## src/rtl/ttl_kvt_pkg.sv

```systemverilog
// ----------------------------------------------------------------------------
// TTL key/value table package
// Shared sizes, status codes and the command and status bundles that pass
// between the controller and the datapath.
// ----------------------------------------------------------------------------
package ttl_kvt_pkg;

   // Table geometry.
   localparam int SLOTS         = 16;
   localparam int KEY_BITS      = 64;
   localparam int VALUE_BYTES   = 8;
   localparam int VALUE_BITS    = 8 * VALUE_BYTES;
   localparam int SLOT_IDX_BITS = (SLOTS > 1) ? $clog2(SLOTS) : 1;
   localparam int COUNT_BITS    = $clog2(SLOTS + 1);

   // Port field widths.
   localparam int KEY_FIELD_BITS   = 64;
   localparam int DATA_FIELD_BITS  = 64;
   localparam int BYTES_BITS       = 4;
   localparam int TIME_BITS        = 32;
   localparam int EXPIRY_BITS      = TIME_BITS + 1;
   localparam int STATUS_BITS      = 3;
   localparam int ENTRY_COUNT_BITS = 5;

   // Configuration port.
   localparam int CSR_ADDR_BITS = 3;
   localparam int CSR_DATA_BITS = 32;
   localparam logic CSR_REG_TTL = 1'b0;

   // Request modes.
   localparam logic MODE_ADD = 1'b0;
   localparam logic MODE_GET = 1'b1;

   // Result status codes.
   typedef enum logic [STATUS_BITS-1:0] {
      STATUS_ADDED   = 3'd0,
      STATUS_HIT     = 3'd1,
      STATUS_MISS    = 3'd2,
      STATUS_EXPIRED = 3'd3,
      STATUS_FULL    = 3'd4,
      STATUS_INVALID = 3'd5
   } status_type;

   // Controller states.
   typedef enum logic {
      ST_IDLE,
      ST_SCAN
   } ctrl_state_type;

   // Commands from the controller to the datapath.
   typedef struct packed {
      logic load;
      logic advance;
      logic commit;
   } ctrl_cmd_type;

   // Status from the datapath to the controller.
   typedef struct packed {
      logic finish;
      logic out_free;
   } dp_stat_type;

   // Keep only the low byte_count bytes of a data word.
   function automatic logic [VALUE_BITS-1:0] byte_mask(input logic [BYTES_BITS-1:0] byte_count);
      logic [VALUE_BITS-1:0] mask;
      mask = '0;
      for (int b = 0; b < VALUE_BYTES; b++) begin
         if (BYTES_BITS'(b) < byte_count) begin
            mask[8*b +: 8] = 8'hFF;
         end
      end
      return mask;
   endfunction

endpackage

```

## src/rtl/ttl_kvt_ctrl.sv

```systemverilog
// ----------------------------------------------------------------------------
// TTL key/value table controller
// Takes a request beat, steps the datapath through the slots one per cycle
// and commits the outcome once the result register can take it.
// ----------------------------------------------------------------------------
module ttl_kvt_ctrl import ttl_kvt_pkg::*; (
   input  logic         clock,
   input  logic         reset,
   input  logic         req_valid,
   output logic         req_ready,
   input  dp_stat_type  stat,
   output ctrl_cmd_type cmd
);

   ctrl_state_type state_ff;
   ctrl_state_type state_in;

   // State register.
   always_ff @(posedge clock) begin
      if (reset) begin
         state_ff <= ST_IDLE;
      end else begin
         state_ff <= state_in;
      end
   end

   // Next state and commands.
   always_comb begin
      state_in    = state_ff;
      req_ready   = 1'b0;
      cmd         = '0;
      case (state_ff)
         ST_IDLE: begin
            req_ready = 1'b1;
            if (req_valid) begin
               cmd.load = 1'b1;
               state_in = ST_SCAN;
            end
         end
         ST_SCAN: begin
            if (stat.finish) begin
               // Hold on the current slot until the result register is free.
               if (stat.out_free) begin
                  cmd.commit = 1'b1;
                  state_in   = ST_IDLE;
               end
            end else begin
               cmd.advance = 1'b1;
            end
         end
         default: begin
            state_in = ST_IDLE;
         end
      endcase
   end

endmodule

```

## src/rtl/ttl_kvt_dp.sv

```systemverilog
// ----------------------------------------------------------------------------
// TTL key/value table datapath
// Holds the request, the slot store, the entry count and the result
// register, and evaluates one slot per cycle for the controller.
// ----------------------------------------------------------------------------
module ttl_kvt_dp import ttl_kvt_pkg::*; (
   input  logic                        clock,
   input  logic                        reset,
   input  ctrl_cmd_type                cmd,
   output dp_stat_type                 stat,
   input  logic                        req_mode,
   input  logic [KEY_FIELD_BITS-1:0]   req_lookup_key,
   input  logic [DATA_FIELD_BITS-1:0]  req_data_word,
   input  logic [BYTES_BITS-1:0]       req_value_bytes,
   input  logic [TIME_BITS-1:0]        req_now_time,
   input  logic [TIME_BITS-1:0]        ttl_seconds,
   output logic                        rsp_valid,
   input  logic                        rsp_ready,
   output logic [STATUS_BITS-1:0]      rsp_status,
   output logic [DATA_FIELD_BITS-1:0]  rsp_read_value,
   output logic [BYTES_BITS-1:0]       rsp_read_bytes,
   output logic [ENTRY_COUNT_BITS-1:0] rsp_entry_count
);

   // Latched request.
   logic                     mode_ff;
   logic [KEY_BITS-1:0]      key_ff;
   logic [VALUE_BITS-1:0]    value_ff;
   logic [BYTES_BITS-1:0]    bytes_ff;
   logic [TIME_BITS-1:0]     now_ff;
   logic [SLOT_IDX_BITS-1:0] idx_ff;
   logic [SLOT_IDX_BITS-1:0] idx_in;

   // Slot store.
   logic [SLOTS-1:0]         valid_ff;
   logic [SLOTS-1:0]         valid_in;
   logic [KEY_BITS-1:0]      slot_key_ff    [SLOTS];
   logic [VALUE_BITS-1:0]    slot_value_ff  [SLOTS];
   logic [BYTES_BITS-1:0]    slot_bytes_ff  [SLOTS];
   logic [EXPIRY_BITS-1:0]   slot_expiry_ff [SLOTS];
   logic [COUNT_BITS-1:0]    count_ff;
   logic [COUNT_BITS-1:0]    count_in;

   // Result register.
   logic                        rsp_valid_ff;
   logic                        rsp_valid_in;
   status_type                  rsp_status_ff;
   logic [DATA_FIELD_BITS-1:0]  rsp_value_ff;
   logic [BYTES_BITS-1:0]       rsp_bytes_ff;
   logic [ENTRY_COUNT_BITS-1:0] rsp_count_ff;

   // Evaluation of the current slot.
   logic       req_bad;
   logic       cur_valid;
   logic       cur_expired;
   logic       found;
   logic       last;
   logic       do_add;
   logic       do_remove;
   status_type outcome;

   assign req_bad     = (mode_ff == MODE_ADD) &&
                        ((bytes_ff == '0) || (bytes_ff > BYTES_BITS'(VALUE_BYTES)));
   assign cur_valid   = valid_ff[idx_ff];
   assign cur_expired = slot_expiry_ff[idx_ff] <= {1'b0, now_ff};
   assign last        = idx_ff == SLOT_IDX_BITS'(SLOTS - 1);

   always_comb begin
      if (mode_ff == MODE_ADD) begin
         found = !cur_valid || cur_expired;
      end else begin
         found = cur_valid && (slot_key_ff[idx_ff] == key_ff);
      end
   end

   // Outcome of the request if it finishes on this slot.
   always_comb begin
      if (req_bad) begin
         outcome = STATUS_INVALID;
      end else if (mode_ff == MODE_ADD) begin
         outcome = found ? STATUS_ADDED : STATUS_FULL;
      end else if (found) begin
         outcome = cur_expired ? STATUS_EXPIRED : STATUS_HIT;
      end else begin
         outcome = STATUS_MISS;
      end
   end

   assign do_add    = cmd.commit && (outcome == STATUS_ADDED);
   assign do_remove = cmd.commit && (outcome == STATUS_EXPIRED);

   assign stat.finish   = req_bad || found || last;
   assign stat.out_free = !rsp_valid_ff || rsp_ready;

   // Request latch; the stored value is masked to its byte count here.
   always_ff @(posedge clock) begin
      if (cmd.load) begin
         mode_ff  <= req_mode;
         key_ff   <= req_lookup_key[KEY_BITS-1:0];
         value_ff <= req_data_word[VALUE_BITS-1:0] & byte_mask(req_value_bytes);
         bytes_ff <= req_value_bytes;
         now_ff   <= req_now_time;
      end
   end

   // Scan index.
   always_comb begin
      idx_in = idx_ff;
      if (cmd.load) begin
         idx_in = '0;
      end else if (cmd.advance) begin
         idx_in = idx_ff + 1'b1;
      end
   end

   always_ff @(posedge clock) begin
      idx_ff <= idx_in;
   end

   // Valid bits and entry count.
   always_comb begin
      valid_in = valid_ff;
      count_in = count_ff;
      if (do_add) begin
         valid_in[idx_ff] = 1'b1;
         if (!cur_valid) begin
            count_in = count_ff + 1'b1;
         end
      end else if (do_remove) begin
         valid_in[idx_ff] = 1'b0;
         count_in = count_ff - 1'b1;
      end
   end

   always_ff @(posedge clock) begin
      if (reset) begin
         valid_ff <= '0;
         count_ff <= '0;
      end else begin
         valid_ff <= valid_in;
         count_ff <= count_in;
      end
   end

   // Slot payload writes.
   always_ff @(posedge clock) begin
      if (do_add) begin
         slot_key_ff[idx_ff]    <= key_ff;
         slot_value_ff[idx_ff]  <= value_ff;
         slot_bytes_ff[idx_ff]  <= bytes_ff;
         slot_expiry_ff[idx_ff] <= {1'b0, now_ff} + {1'b0, ttl_seconds};
      end else if (do_remove) begin
         slot_expiry_ff[idx_ff] <= '0;
      end
   end

   // Result register.
   always_comb begin
      if (cmd.commit) begin
         rsp_valid_in = 1'b1;
      end else if (rsp_ready) begin
         rsp_valid_in = 1'b0;
      end else begin
         rsp_valid_in = rsp_valid_ff;
      end
   end

   always_ff @(posedge clock) begin
      if (reset) begin
         rsp_valid_ff <= 1'b0;
      end else begin
         rsp_valid_ff <= rsp_valid_in;
      end
   end

   always_ff @(posedge clock) begin
      if (cmd.commit) begin
         rsp_status_ff <= outcome;
         rsp_count_ff  <= ENTRY_COUNT_BITS'(count_in);
         if (outcome == STATUS_HIT) begin
            rsp_value_ff <= DATA_FIELD_BITS'(slot_value_ff[idx_ff]);
            rsp_bytes_ff <= slot_bytes_ff[idx_ff];
         end else begin
            rsp_value_ff <= '0;
            rsp_bytes_ff <= '0;
         end
      end
   end

   assign rsp_valid       = rsp_valid_ff;
   assign rsp_status      = rsp_status_ff;
   assign rsp_read_value  = rsp_value_ff;
   assign rsp_read_bytes  = rsp_bytes_ff;
   assign rsp_entry_count = rsp_count_ff;

   // The entry count always tracks the number of set valid bits.
   a_count_tracks_valid: assert property (@(posedge clock) disable iff (reset)
      count_ff == COUNT_BITS'($countones(valid_ff)))
      else $error("entry count differs from valid bits");

   // A commit never lands on a result that is still waiting.
   a_commit_when_free: assert property (@(posedge clock) disable iff (reset)
      cmd.commit |-> stat.out_free)
      else $error("commit while result register is occupied");

   // A commit only happens on a finished scan.
   a_commit_when_finished: assert property (@(posedge clock) disable iff (reset)
      cmd.commit |-> stat.finish)
      else $error("commit before the scan finished");

   // A hit always carries a nonzero byte count.
   a_hit_has_bytes: assert property (@(posedge clock) disable iff (reset)
      (cmd.commit && outcome == STATUS_HIT) |=> rsp_bytes_ff != '0)
      else $error("hit returned with zero byte count");

endmodule

```

## src/rtl/ttl_key_value_table.sv

```systemverilog
// ----------------------------------------------------------------------------
// TTL key/value table
// The scan of the slot store visits one slot per cycle and holds on the
// finishing slot while a waiting response beat is not taken. One request
// is handled at a time: a new request beat is accepted only after the
// outcome of the previous one is committed to the result register.
// Reset clears all valid bits and the entry count at once, with no clearing
// pass, and sets the lifetime register to zero.
// ----------------------------------------------------------------------------
module ttl_key_value_table import ttl_kvt_pkg::*; (
   input  logic                        clock,
   input  logic                        reset,
   // Request channel.
   input  logic                        req_valid,
   output logic                        req_ready,
   input  logic                        req_mode,
   input  logic [KEY_FIELD_BITS-1:0]   req_lookup_key,
   input  logic [DATA_FIELD_BITS-1:0]  req_data_word,
   input  logic [BYTES_BITS-1:0]       req_value_bytes,
   input  logic [TIME_BITS-1:0]        req_now_time,
   // Response channel.
   output logic                        rsp_valid,
   input  logic                        rsp_ready,
   output logic [STATUS_BITS-1:0]      rsp_status,
   output logic [DATA_FIELD_BITS-1:0]  rsp_read_value,
   output logic [BYTES_BITS-1:0]       rsp_read_bytes,
   output logic [ENTRY_COUNT_BITS-1:0] rsp_entry_count,
   // Configuration port.
   input  logic                        csr_psel,
   input  logic                        csr_penable,
   input  logic                        csr_pwrite,
   input  logic [CSR_ADDR_BITS-1:0]    csr_paddr,
   input  logic [CSR_DATA_BITS-1:0]    csr_pwdata,
   output logic [CSR_DATA_BITS-1:0]    csr_prdata,
   output logic                        csr_pready
);

   logic [TIME_BITS-1:0] ttl_ff;
   logic [TIME_BITS-1:0] ttl_in;
   logic                 csr_wr;
   ctrl_cmd_type         cmd;
   dp_stat_type          stat;

   // Lifetime register, written on the access phase of a write.
   assign csr_pready = 1'b1;
   assign csr_wr     = csr_psel && csr_penable && csr_pwrite && csr_pready;

   always_comb begin
      ttl_in = ttl_ff;
      if (csr_wr && (csr_paddr[CSR_ADDR_BITS-1] == CSR_REG_TTL)) begin
         ttl_in = csr_pwdata;
      end
   end

   always_ff @(posedge clock) begin
      if (reset) begin
         ttl_ff <= '0;
      end else begin
         ttl_ff <= ttl_in;
      end
   end

   // Read back; addresses beyond the register list read as zero.
   assign csr_prdata = (csr_paddr[CSR_ADDR_BITS-1] == CSR_REG_TTL) ? ttl_ff : '0;

   ttl_kvt_ctrl u_ctrl (
      .clock     (clock),
      .reset     (reset),
      .req_valid (req_valid),
      .req_ready (req_ready),
      .stat      (stat),
      .cmd       (cmd)
   );

   ttl_kvt_dp u_dp (
      .clock           (clock),
      .reset           (reset),
      .cmd             (cmd),
      .stat            (stat),
      .req_mode        (req_mode),
      .req_lookup_key  (req_lookup_key),
      .req_data_word   (req_data_word),
      .req_value_bytes (req_value_bytes),
      .req_now_time    (req_now_time),
      .ttl_seconds     (ttl_ff),
      .rsp_valid       (rsp_valid),
      .rsp_ready       (rsp_ready),
      .rsp_status      (rsp_status),
      .rsp_read_value  (rsp_read_value),
      .rsp_read_bytes  (rsp_read_bytes),
      .rsp_entry_count (rsp_entry_count)
   );

endmodule
```

## config.mk

```make
export PLATFORM = sky130hd
export DESIGN_NAME = ttl_key_value_table
export DESIGN_NICKNAME = d
export VERILOG_FILES = /design/src/rtl/ttl_kvt_pkg.sv /design/src/rtl/ttl_kvt_ctrl.sv /design/src/rtl/ttl_kvt_dp.sv /design/src/rtl/ttl_key_value_table.sv
export SDC_FILE = /design/constraint.sdc
export NUM_CORES = 2
export LEC_CHECK = 0
export BUFFER_PORTS_ARGS = -buffer_cell sky130_fd_sc_hd__buf_2
export CORE_MARGIN = 4
export CORE_UTILIZATION = 56
export DETAILED_ROUTE_END_ITERATION = 8
export GPL_ROUTABILITY_DRIVEN = 0
export PLACE_DENSITY = 0.8
export RECOVER_POWER = 50
export SLEW_MARGIN = 20
export SYNTH_ARGS = -nofsm -noshare
export SYNTH_HDL_FRONTEND = slang
export SYNTH_SLANG_ARGS = --single-unit
```

## constraint.sdc

```tcl
create_clock -name clock -period 11.1 [get_ports clock]
set_clock_uncertainty 0.2 [all_clocks]
set_input_delay 0 -clock clock [delete_from_list [all_inputs] [get_ports clock]]
set_output_delay 0 -clock clock [all_outputs]
set_load 0.01 [all_outputs]
```

---- Yosys cells after proc, flatten, opt, wreduce, memory -nomap -nowiden ----
Memory sizes are Yosys's and may differ from the RTL's. A register that Yosys moved wholly into a read port is not among the register bits.
Cells that the tools add are included.
W data, S select, Z words.
operators by class
  $add $sub $neg .......................... 4
  multiply operators ...................... 0
  div/mod/pow operators ................... 0
  magnitude comparators ................... 12
  eq/ne operators ......................... 4
  shift operators ......................... 0
  muxes and demuxes ....................... 54
  bitwise operators ....................... 8
  reduce and logical (&&, ||, !) cells .... 21
operators with widths
  operator               number
  $mux W8                16
  $and A64 B64 Y64       1
  $eq A64 B64 Y1         1
  $add A32 B32 Y33       1
  $le A33 B32 Y1         1
  $mux W33               1
  $mux W16               2
  $mux W32               1
  $mux W1                18
  $and A16 B16 Y16       1
  $lt A3 B4 Y1 const A   4
  $mux W4                4
  $not A16 Y16           1
  $or A16 B16 Y16        1
  $mux W5                3
  $mux W3                4
  $logic_and A1 B1 Y1    8
  $lt A1 B4 Y1 const A   2
  $lt A2 B4 Y1 const A   2
  $add A5 B1 Y5 const B  1
  $logic_or A1 B1 Y1     5
  $lt A4 B5 Y1 const B   1
  $sub A5 B1 Y5 const B  1
  $add A4 B1 Y4 const B  1
  other kinds (15)       22
word-level totals
  register bits ........................... 232
  bits in latches ......................... 0
  bits in writable memories ............... 2640
  ROM bits ................................ 0
  input port bits ......................... 207
  logic and storage cells ................. 120
  memories ................................ 4
memories
  name                 depth  bits a word  read ports  clocked after Yosys merged registers in  write ports  line              text
  u_dp.slot_key_ff     16     64           1           1                                        1            ttl_kvt_dp.sv:37  logic [KEY_BITS-1:0] slot_key_ff [SLOTS];
  u_dp.slot_value_ff   16     64           1           1                                        1            ttl_kvt_dp.sv:38  logic [VALUE_BITS-1:0] slot_value_ff [SLOTS];
  u_dp.slot_expiry_ff  16     33           1           1                                        1            ttl_kvt_dp.sv:40  logic [EXPIRY_BITS-1:0] slot_expiry_ff [SLOTS];
  u_dp.slot_bytes_ff   16     4            1           1                                        1            ttl_kvt_dp.sv:39  logic [BYTES_BITS-1:0] slot_bytes_ff [SLOTS];

---- Longest topological paths before layout ----
  depth after elaboration ................. 14
  depth in mapped cells ................... 24
  gate-level depth less buffers ........... 13

---- By module ----
Synthesis repeated with hierarchy kept, for this count alone.
unflattened totals
  cells, all modules ...................... 5303
  area, all modules ....................... 115321.9 um^2
by module, submodules not included
  module               instances  cells an instance  area an instance (um^2)  seq. area each (um^2)
  ttl_kvt_dp           1          5119               113565.2                 87113.5
  ttl_key_value_table  1          177                1696.6                   640.6
  ttl_kvt_ctrl         1          7                  60.1                     20.0

---- Worst setup path after synthesis ----
No wires, ideal clock.
  path type ............................... reg-to-reg
  start ................................... reg (tool-made name)
  end ..................................... mem u_dp.slot_bytes_ff[13][0] (enable)
  data arrival time ....................... 11240 ps
  required time ........................... 10273 ps
  setup slack ............................. -967 ps
  cell stages (with the launch flop) ...... 21
  path buffers ............................ 9
  cell sequence ........................... dfxtp_1 -> buf_4 -> buf_4 -> buf_4 -> buf_4 -> buf_2 -> buf_1 -> buf_1 -> mux4_2 -> mux4_2 -> ha_1 -> a21o_1 -> a221o_1 -> a221oi_1 -> o31ai_1 -> a21oi_1 -> o21ai_0 -> a21bo_2 -> clkbuf_1 -> clkbuf_1 -> nor2_1
RTL lines
  element    line
  to (decl)  ttl_kvt_dp.sv:39

==> results_dict.tcl <==
set metrics [dict create \
    outcome "finished, violations left" \
    violations "capacitance limit, slew limit" \
    grt.met1_usage_pct 38.4 \
    synth_ff_type "edfxtp_1" \
    worstPathMaxFanout 132 \
    ys_seq_elements 2944 \
    final_nets 6567 \
    post-route-util_pct 66.0 \
    multi_input_area_mm2 0.0256 \
    clk_latency_ns 0.93 \
    synth_fp_nets 5567 \
    place_hpwl_um 142000 \
    ir_drop_mv 0.244 \
    critPathLaunchType "flip-flop" \
    cts_buffer_depth 4 \
    layout_setup_ws_ns 1.93 \
    grt-ovfl-total 0 \
    seq_area_mm2 0.0878 \
    antenna_found_initial 22 \
    num_vias 61738 \
    yosysSeqAreaShare_pct 76.6 \
    final_antenna_net_count 0 \
    stdcell_count 9180 \
    yosysWarnings 0 \
    worst_pin_slew_ns 6.28 \
    coreArea_mm2 0.203 \
    die-area_mm2 0.212 \
    layout-drive-gt1-share_pct 22.1 \
    ctsHtreeMaxLevel 5 \
    syn_to_final_growth_pct 16.8 \
    total_power_mw 24.4 \
    critPathRequiredTime_ns 11.44 \
    pre_cts_ws_ns 3.72 \
    syn_avg_cell_area_um2 21.7 \
    slew_headroom_pct -321 \
    gr-usage-met3_pct 6.49 \
    ys_types 84 \
    synthArstFlopShare_pct 0 \
    placedInstanceArea_mm2 0.120 \
    drtIter0Drc 9279 \
    cts_tree "built" \
    finalSetupViolCount 0 \
    hold_viol 0 \
    grt_pass1_wl_um 451000 \
    netlist_instances 5289 \
    routed_via_density 6.73 \
    wire_per_inst_um 34.1 \
    grt_use_met2_pct 48.9 \
    fillers 12165 \
    cp-end-kind "flip-flop" \
    power_leakage_nw 42.3 \
    cts-buffers-inserted 304 \
    grt_usage_pct 29.6 \
    cp.arrival_ns 9.51 \
    place_inst 8136 \
    fin_crit_sh_pct 82.6 \
    grt_max_degree 158 \
    dieHeight_um 460 \
    pin_count 318 \
    synthesis.area_mm2 0.115 \
    crit_type "reg -> reg" \
    grt.busiest_layer "met2" \
    numClockSinks 2944 \
    clockRootBuffer "clkbuf_16" \
    grt_pass1_vias 63932 \
    port-buffer-count 314 \
    start_util_pct 56.5 \
    max_freq_mhz 109 \
    die_x_um 460 \
    powerDensity_mw_per_mm2 182 \
    hold_class "in -> reg" \
    drv_slew 147 \
    synth_edf_count 2881 \
    dr.pass1.iters 8 \
    clk_pin_slew_ns 0.06 \
    final_area_mm2 0.134 \
    drc 0 \
    rows 165 \
    finalCriticalPeriod_ns 9.17 \
    grt_setup_unrepaired "no" \
    drt_wl_total_um 313000 \
    drv_cap 5 \
]
[state kept, by name (all words and copies together), names as in the netlist, named ones only]
name / cells
u_dp.slot_expiry_ff: 528
u_dp.mode_ff: 1
u_dp.rsp_read_bytes: 4
u_dp.bytes_ff: 4
u_dp.slot_key_ff: 1024
u_dp.rsp_read_value: 64
u_dp.slot_value_ff: 1024
u_dp.rsp_entry_count: 5
u_dp.slot_bytes_ff: 64
u_dp.idx_ff: 4
u_dp.now_ff: 32
u_dp.rsp_valid: 1
u_ctrl.state_ff: 1
ttl_ff: 32
u_dp.count_ff: 5
u_dp.value_ff: 64
u_dp.rsp_status: 3
u_dp.key_ff: 64
[synth_stat cells, types with 5 or more instances]
library cell  count  share of area [%]
edfxtp_1       2881                 76
mux4_2          726                 14
nor2b_1         155               0.85
nand2_1         153               0.50
mux2i_1         142                1.2
clkbuf_1        119               0.39
nor2_1          107               0.35
a21oi_1          89               0.39
ha_1             70               0.76
inv_1            64               0.21
dfxtp_1          63                1.1
xnor2_1          54               0.41
buf_2            43               0.19
buf_1            42               0.14
nor3_1           37               0.16
xor2_1           37               0.28
a21o_1           36               0.24
a22oi_1          35               0.23
buf_4            35               0.23
nand3_1          35               0.15
and2_1           31               0.17
o21ai_0          31               0.14
nand4_1          26               0.14
o22ai_1          26               0.14
and3_1           16              0.087
o21a_1           14              0.092
a211oi_1         13              0.085
o31ai_1          13              0.085
a221oi_1         12              0.092
mux2_2           12               0.12
nor4_1           12              0.066
a31oi_1          11              0.060
o311ai_0         11              0.084
nand2b_1          9              0.049
a22o_1            7              0.054
buf_6             7              0.069
and4_1            6              0.046
o2111ai_1         6              0.046
o221ai_1          6              0.046
or3_1             6              0.033
a211o_1           5              0.038
nand3b_1          5              0.033
o211ai_1          5              0.033
[through the flow]
step | hold slack, ns | setup TNS (ns)
global route | 0.102 | 0
CTS | 0.0405 | 0
global placement | -0.0203 | 0
finish | 0.106 | 0
detailed placement | -0.0219 | 0
floorplan | -0.154 | -1719.27
[final timing paths]
| kind | from | end | slack [ns] | cells past startpoint |
|---|---|---|---|---|
| min | req_lookup_key[34] | u_dp.key_ff[34] | 0.11 | 3 |
| max | flip-flop | u_dp.slot_value_ff[5][44] | 1.93 | 13 |
| min reg2reg | flip-flop | flip-flop | 0.25 | 2 |
| max reg2reg | flip-flop | u_dp.slot_value_ff[5][44] | 1.93 | 13 |
[routing by layer]
metal	up-vias	wire length (µm)
li1	24048	-
met1	31574	105000
met2	5125	156000
met3	969	35700
met4	22	15200
met5	-	134
[layout by cell type, fill, tap and decap left out, types with 14 or more instances in the layout]
| cell | Yosys | routed |
|---|---|---|
| bufinv_16 | 0 | 15 |
| mux4_2 | 726 | 726 |
| a21o_1 | 36 | 36 |
| ha_1 | 70 | 70 |
| clkinv_1 | 3 | 63 |
| nor2_1 | 107 | 80 |
| o21ai_0 | 31 | 31 |
| dfxtp_1 | 63 | 56 |
| mux2i_1 | 142 | 142 |
| buf_2 | 43 | 159 |
| clkbuf_1 | 119 | 229 |
| dlygate4sd3_1 | 0 | 518 |
| buf_12 | 0 | 20 |
| and2_0 | 0 | 18 |
| inv_1 | 64 | 63 |
| xor2_1 | 37 | 37 |
| o22ai_1 | 26 | 26 |
| nor3_1 | 37 | 38 |
| clkinv_2 | 0 | 41 |
| and3_1 | 16 | 16 |
| buf_4 | 35 | 73 |
| a21oi_1 | 89 | 87 |
| edfxtp_1 | 2881 | 2881 |
| a22oi_1 | 35 | 35 |
| nor2b_1 | 155 | 155 |
| xnor2_1 | 54 | 54 |
| nand2_1 | 153 | 153 |
| nand4_1 | 26 | 26 |
| clkbuf_16 | 0 | 315 |
| o21a_1 | 14 | 14 |
| nand3_1 | 35 | 35 |
| nor2_4 | 0 | 27 |
[what timing repair did]
action / 4_1_cts / 5_1_grt
hold buffers: 518 / 0
buffers inserted: 0 / 0
gates resized for setup: 0 / 0
endpoints found under the setup margin: 0 / 0
endpoints found under the hold margin: 229 / 0
[worst max-delay path, cell delays in order (launching register included)]
cell and delay [ns]:
dfxtp_1 1.17, buf_12 0.64, mux4_2 0.41, mux4_2 0.50
ha_1 0.31, and4_1 0.22, nand3_1 0.11, nor3_1 0.78
and4_1 0.54, o21ai_0 0.32, a21bo_2 0.29, buf_4 0.27
nor2_1 1.82, buf_4 0.89
[layout make-up]
type | count | share of cell area, %
clock buffer | 379 | 6.08
inverter | 68 | 0.194
multi-input combinational | 2030 | 19.1
antenna | 10 | 0.0187
clock inverter | 136 | 0.780
sequential | 2944 | 65.6
timing repair buffer | 941 | 5.68
tap | 2672 | 2.50
[cells by family after synthesis]
kind of cell	count (synthesis)	synth area share [%]
muxes	880	15.6
xor gates and xnor gates	91	0.696
AOI/OAI and AO/OA	363	2.18
and+or+nand+nor	624	2.83
adders and majority gates	71	0.782
other	1	0.00327
buffers and inverters	315	1.25
DFF	2944	76.6
[where the power goes]
| group | total, mW | internal (mW) | switching (mW) |
|---|---|---|---|
| registers | 12.6 | 12.4 | 0.220 |
| logic | 2.04 | 0.972 | 1.06 |
| clock network | 9.72 | 5.53 | 4.19 |
| total | 24.4 | 18.9 | 5.48 |
No activity file was read; power rests on OpenSTA's default activity.
